$ cat config.mk
export PLATFORM = sky130hd
export DESIGN_NAME = egbr_ctrl
export DESIGN_NICKNAME = d
export VERILOG_FILES = /design/src/design/egbr_pkg.sv /design/src/design/egbr_ctrl.sv
export SDC_FILE = /design/constraint.sdc
export NUM_CORES = 1
export LEC_CHECK = 0
export ABC_CLOCK_PERIOD_IN_PS = 1800
export BUFFER_PORTS_ARGS = -buffer_cell sky130_fd_sc_hd__buf_2
export CAP_MARGIN = 20
export CORE_AREA = 2 2 39 41
export CTS_BUF_LIST = sky130_fd_sc_hd__clkbuf_8
export DETAILED_ROUTE_END_ITERATION = 10
export DIE_AREA = 0 0 41 43
export PLACE_DENSITY_LB_ADDON = 0.2
export SLEW_MARGIN = 30
export SYNTH_ARGS = -nofsm -noshare
export SYNTH_HDL_FRONTEND = slang
export SYNTH_SLANG_ARGS = --single-unit
$ cat constraint.sdc
create_clock -name i_clk -period 1.8 [get_ports i_clk]
set_clock_uncertainty 0.15 [all_clocks]
set_input_delay 0.27 -clock i_clk [delete_from_list [all_inputs] [get_ports i_clk]]
set_output_delay 0.27 -clock i_clk [all_outputs]
set_load 0.005 [all_outputs]
$ cat src/design/egbr_pkg.sv
// Package for the Exp-Golomb bit reader: word types, request and status codes,
// store geometry and the controller to datapath command and status structs.
// Depends on nothing; every other file of the block refers to it by scoped names.
`default_nettype none

package egbr_pkg;

    // Store geometry. The byte count must be a power of two.
    localparam int STORE_BYTES = 4096;
    localparam int STORE_AW    = (STORE_BYTES > 1) ? $clog2(STORE_BYTES) : 1;

    // Request codes.
    localparam logic [2:0] REQ_LOAD = 3'd0;
    localparam logic [2:0] REQ_SEEK = 3'd1;
    localparam logic [2:0] REQ_BITS = 3'd2;
    localparam logic [2:0] REQ_UE   = 3'd3;
    localparam logic [2:0] REQ_SE   = 3'd4;

    // Result status codes.
    localparam logic [1:0] ST_OK    = 2'd0;
    localparam logic [1:0] ST_RANGE = 2'd1;
    localparam logic [1:0] ST_SIZE  = 2'd2;

    // Largest read and largest count of leading zeros.
    localparam logic [5:0] MAX_BITS = 6'd32;

    // Incoming request word.
    typedef struct packed {
        logic [2:0]  req_type;
        logic [11:0] byte_addr;
        logic [7:0]  byte_value;
        logic [5:0]  bit_count;
        logic [14:0] seek_position;
    } t_in_word;

    // Outgoing result word.
    typedef struct packed {
        logic [31:0] value_bits;
        logic [1:0]  status;
        logic [15:0] bit_position;
    } t_out_word;

    // Commands from the controller to the datapath.
    typedef struct packed {
        logic capture;  // latch a new request and clear the working registers
        logic exec;     // load, seek, or check the read size
        logic zeros;    // one step of the leading-zero count
        logic bits;     // one step of the bit read
        logic base;     // add the Exp-Golomb offset
        logic emit;     // load the result register
    } t_dp_cmd;

    // Status from the datapath to the controller.
    typedef struct packed {
        logic is_bits;     // request is a plain bit read
        logic is_golomb;   // request is an unsigned or signed Exp-Golomb read
        logic cnt_bad;     // bit count above the maximum
        logic at_end;      // cursor has reached the configured length
        logic need_zero;   // no bits left to read
        logic zeros_done;  // this step ends the leading-zero count
    } t_dp_stat;

endpackage

`default_nettype wire

$ cat src/design/egbr_ctrl.sv
// Controller of the Exp-Golomb bit reader: request sequencing, input stall and
// result valid. Takes egbr_pkg; issues commands to egbr_datapath.
`default_nettype none

module egbr_ctrl (
    input  wire logic               i_clk,
    input  wire logic               i_rst_n,
    input  wire logic               i_in_valid,
    output logic                    o_in_stall,
    output logic                    o_out_valid,
    input  wire logic               i_out_stall,
    input  wire egbr_pkg::t_dp_stat i_stat,
    output egbr_pkg::t_dp_cmd       o_cmd
);

    typedef enum logic [2:0] {
        S_IDLE,
        S_EXEC,
        S_ZEROS,
        S_BITS,
        S_BASE,
        S_DONE
    } t_state;

    t_state r_state, n_state;
    logic   r_out_valid, n_out_valid;
    logic   out_free;
    logic   accept;

    // The result register is free when empty or being taken this cycle.
    always_comb begin
        out_free = !r_out_valid || !i_out_stall;
        accept   = (r_state == S_IDLE) && i_in_valid;
    end

    // Commands and next state.
    always_comb begin
        o_cmd   = '0;
        n_state = r_state;
        unique case (r_state)
            S_IDLE: begin
                if (accept) begin
                    o_cmd.capture = 1'b1;
                    n_state       = S_EXEC;
                end
            end
            S_EXEC: begin
                o_cmd.exec = 1'b1;
                if (i_stat.is_bits && !i_stat.cnt_bad) begin
                    n_state = S_BITS;
                end else if (i_stat.is_golomb) begin
                    n_state = S_ZEROS;
                end else begin
                    n_state = S_DONE;
                end
            end
            S_ZEROS: begin
                o_cmd.zeros = 1'b1;
                if (i_stat.at_end) begin
                    n_state = S_DONE;
                end else if (i_stat.zeros_done) begin
                    n_state = S_BITS;
                end
            end
            S_BITS: begin
                o_cmd.bits = 1'b1;
                if (i_stat.need_zero) begin
                    n_state = i_stat.is_golomb ? S_BASE : S_DONE;
                end else if (i_stat.at_end) begin
                    n_state = S_DONE;
                end
            end
            S_BASE: begin
                o_cmd.base = 1'b1;
                n_state    = S_DONE;
            end
            S_DONE: begin
                if (out_free) begin
                    o_cmd.emit = 1'b1;
                    n_state    = S_IDLE;
                end
            end
            default: begin
                n_state = S_IDLE;
            end
        endcase
    end

    // Result valid: set on emit, cleared once the word is taken.
    always_comb begin
        n_out_valid = r_out_valid;
        if (o_cmd.emit) begin
            n_out_valid = 1'b1;
        end else if (!i_out_stall) begin
            n_out_valid = 1'b0;
        end
    end

    // State and registered outputs.
    always_ff @(posedge i_clk) begin
        if (!i_rst_n) begin
            r_state     <= S_IDLE;
            r_out_valid <= 1'b0;
        end else begin
            r_state     <= n_state;
            r_out_valid <= n_out_valid;
        end
    end

    assign o_in_stall  = (r_state != S_IDLE);
    assign o_out_valid = r_out_valid;

`ifndef NO_ASSERTIONS
    // An accepted request always moves on to execution.
    a_accept_exec: assert property (@(posedge i_clk) disable iff (!i_rst_n)
        accept |=> (r_state == S_EXEC))
        else $error("accepted request did not start execution");

    // Running off the end during the zero count ends the request.
    a_zero_range: assert property (@(posedge i_clk) disable iff (!i_rst_n)
        ((r_state == S_ZEROS) && i_stat.at_end) |=> (r_state == S_DONE))
        else $error("zero count did not stop at the end of the stream");

    // A result loaded into the output register is offered next cycle.
    a_emit_valid: assert property (@(posedge i_clk) disable iff (!i_rst_n)
        o_cmd.emit |=> o_out_valid)
        else $error("emitted result not offered");
`endif

endmodule

`default_nettype wire

==> implementation parameters <==
Parameter                              Value

Clock network
  Maximum buffer depth of the clock tree ... 2
  Maximum level of the CTS H-tree ... 1
  # hold bufs at CTS ... 0
  Number of gates given a new drive strength after cts ... 0
  Count of clock tree sinks ... 4
  Root Buffer ... clkbuf_8
  Reg clk slew, reported paths ... 0.03 ns
  CTS tree ... done
  Insertion delay to the later sink of the worst-skew pair ... 0.22 ns
  Setup repair bufs after CTS ... 0
  Number of buffers created by CTS ... 3

Power and ir drop
  PnR Total Power ... 0.407 mW
  Power density cells ... 927 nW/um2
  Worst vdd ir ... 0.000397 V
  Leak ... 0.201 nW

Timing
  Maximum frequency from static timing analysis ... 0.593 GHz
  Final count of hold timing violations ... 0
  Transition at the pin with the smallest max-transition slack ... 0.407 ns
  Setup repair after global routing missed its margin ... no
  Slew margin rel. ... 72.8%
  TNS Setup ... 0 ns
  Final Critical Period ... 1.69 ns
  Final count of negative-setup-slack endpoints ... 0
  Final max-slew violation count ... 0
  Period utilisation layout ... 93.6%

Placement
  Final estimated routing congestion in global placement ... 0.671
  Port Buffers ... 17
  Placed wire-length estimate ... 618 um

Logic synthesis
  Post-Synthesis Cells ... 43
  Mean cell area of the mapped netlist ... 7.36 um2
  Area share of the largest cell type after synthesis ... 25.3%
  Netlist cell types ... 23
  Total nets after synthesis ... 53
  Synth Register Bits ... 4
  Synthesized area ... 317 um2
  Warning count from the yosys run ... 0
  Largest area contributor in the netlist ... dfxtp_1
  Register area share after synthesis ... 25.3%
  Cells taking the most area after synthesis ... dfxtp_1 25%, nor2_1 8.3%, o21ai_0 6.3%, a21oi_1 4.7%, nand2b_4 4.3%

Die
  Total die area ... 1760 um2
  Die Wd ... 41 um
  Cell row count ... 14
  Ports ... 18
  Total core area ... 1380 um2
  Initial standard-cell utilization of the core ... 22.9%
  Vertical extent of the die ... 43 um

Routing
  Antenna viol nets, final ... 0
  Post-route DRC violation count ... 0
  Routed wire per std cell ... 10.6 um
  Count of vias placed by the detailed router ... 366
  Via density per instance ... 4.82
  1st-iter DRT viols ... 11
  Total iterations of the first detailed-routing run ... 3
  Final wirelength ... 802 um

Final layout
  Final-layout fill cell count ... 165
  Fin nets ... 72
  P&R area growth vs syn ... 38.7%
  Ant diodes ... 0
  Post-layout utilization of the core ... 31.7%
  Layout cell share with drive strength beyond 1 ... 38.3%

Worst setup path
  Largest fanout of any net on the critical path ... 13
  Depth of the worst register-to-register path ... 4
  Worst reg2reg setup slack ... 0.36 ns
  Data arrival time at the worst-slack endpoint ... 1.27 ns
  Crit start category ... flop
  Worst Setup Path Type ... reg -> out
  Category of the worst setup path capture point ... primary output
  Worst endpoint required time ... 1.38 ns

GRT
  Initial antenna violation count ... 0
  Global-route wire length before repair ... 1210 um
  Overall global routing resource usage ... 10.7%
  Residual overflow from global routing ... 0
  Pin count of the biggest net entering global routing ... 14
  Number of global-route vias before repair ... 321

Min path
  Hold/Removal Path Class ... in -> reg
  Hold Path Stages ... 2

Status
  Outcome ... finished, final reports clean

Flow run
  Max capacitance violation total ... 0
power breakdown:
group	switching (mW)	total, mW	leakage, nW	internal [mW]
registers	0.0244	0.123	0.0328	0.0985
clock network	0.0433	0.186	0.0216	0.142
logic	0.0438	0.0986	0.146	0.0548
worst max-delay path, stage by stage (launching register included):
cell and delay (ns):
dfxtp_1 0.56, inv_1 0.16, nor3_1 0.19, buf_2 0.15
sequential cells by signal, indices dropped and copies added, names as in the netlist:
| register | count |
|---|---|
| r_state | 3 |
| o_out_valid | 1 |
path summary, 6_finish.rpt:
| check | startpoint | endpoint |
|---|---|---|
| max | r_state[0] | o_cmd[4] |
| min | i_rst_n | o_out_valid |
| max reg2reg | r_state[0] | r_state[2] |
| min reg2reg | o_out_valid | o_out_valid |
layer usage:
layer / vias up / GRT usage (%) / wire, um
met4: 0 / 5.33 / 0
met3: 0 / 7.85 / 65
li1: 187 / - / -
met2: 11 / 15.3 / 369
met5: - / 0 / 0
met1: 168 / 11.3 / 366
logic make-up (layout without fill, tap and decap cells):
logic type             Yosys count  in the layout  share of synthesized area, %
AOI/OAI and AO/OA               14             14                          29.6
buffers and inverters            5             22                          9.88
and+or+nand+nor                 20             20                          35.2
DFF                              4              4                          25.3
final cells by class:
cell class	count	area [um2]	area share, %
Multi-Input combinational cell	34	205	46.7
Timing Repair Buffer	17	85.1	19.4
Sequential cell	4	80.1	18.2
Clock buffer	3	41.3	9.40
Tap cell	16	20.0	4.56
Inverter	2	7.51	1.71
cell usage in the layout, fill, tap and decap left out, drive strengths merged:
| master | n |
|---|---|
| o31ai | 1 |
| a31oi | 1 |
| clkbuf | 3 |
| a21oi | 3 |
| buf | 17 |
| o2111a | 1 |
| and2 | 1 |
| a211o | 1 |
| a21boi | 1 |
| a41oi | 1 |
| inv | 2 |
| o21ai | 4 |
| or3 | 1 |
| o21a | 1 |
| nor2b | 2 |
| dfxtp | 4 |
| nand2 | 3 |
| nor2 | 7 |
| nand2b | 3 |
| or4 | 1 |
| nor3 | 2 |
Yosys cell counts:
library cell,instances
a31oi_1,1
nand2b_1,2
a21oi_1,3
a41oi_1,1
nand2_1,3
o2111a_1,1
or4_1,1
and2_1,1
or3_4,1
dfxtp_1,4
buf_4,1
nor2b_1,2
o21a_1,1
buf_6,1
buf_2,1
nand2b_4,1
inv_1,2
a211o_2,1
nor3_1,2
nor2_1,7
a21boi_0,1
o21ai_0,4
o31ai_1,1
per-stage QoR:
step | worst slack (ns) | cell area, um2 | hold slack, ns | instances
finish | 0.115 | 439 | 0.161 | 76
global route | 0.0294 | 439 | 0.178 | 76
detailed placement | 0.362 | 398 | 0.387 | 73
floorplan | 0.482 | 317 | 0.242 | 43
global placement | 0.347 | 398 | 0.388 | 73
CTS | 0.137 | 439 | 0.161 | 76
Note: power is estimated with default switching activity, not from simulation.
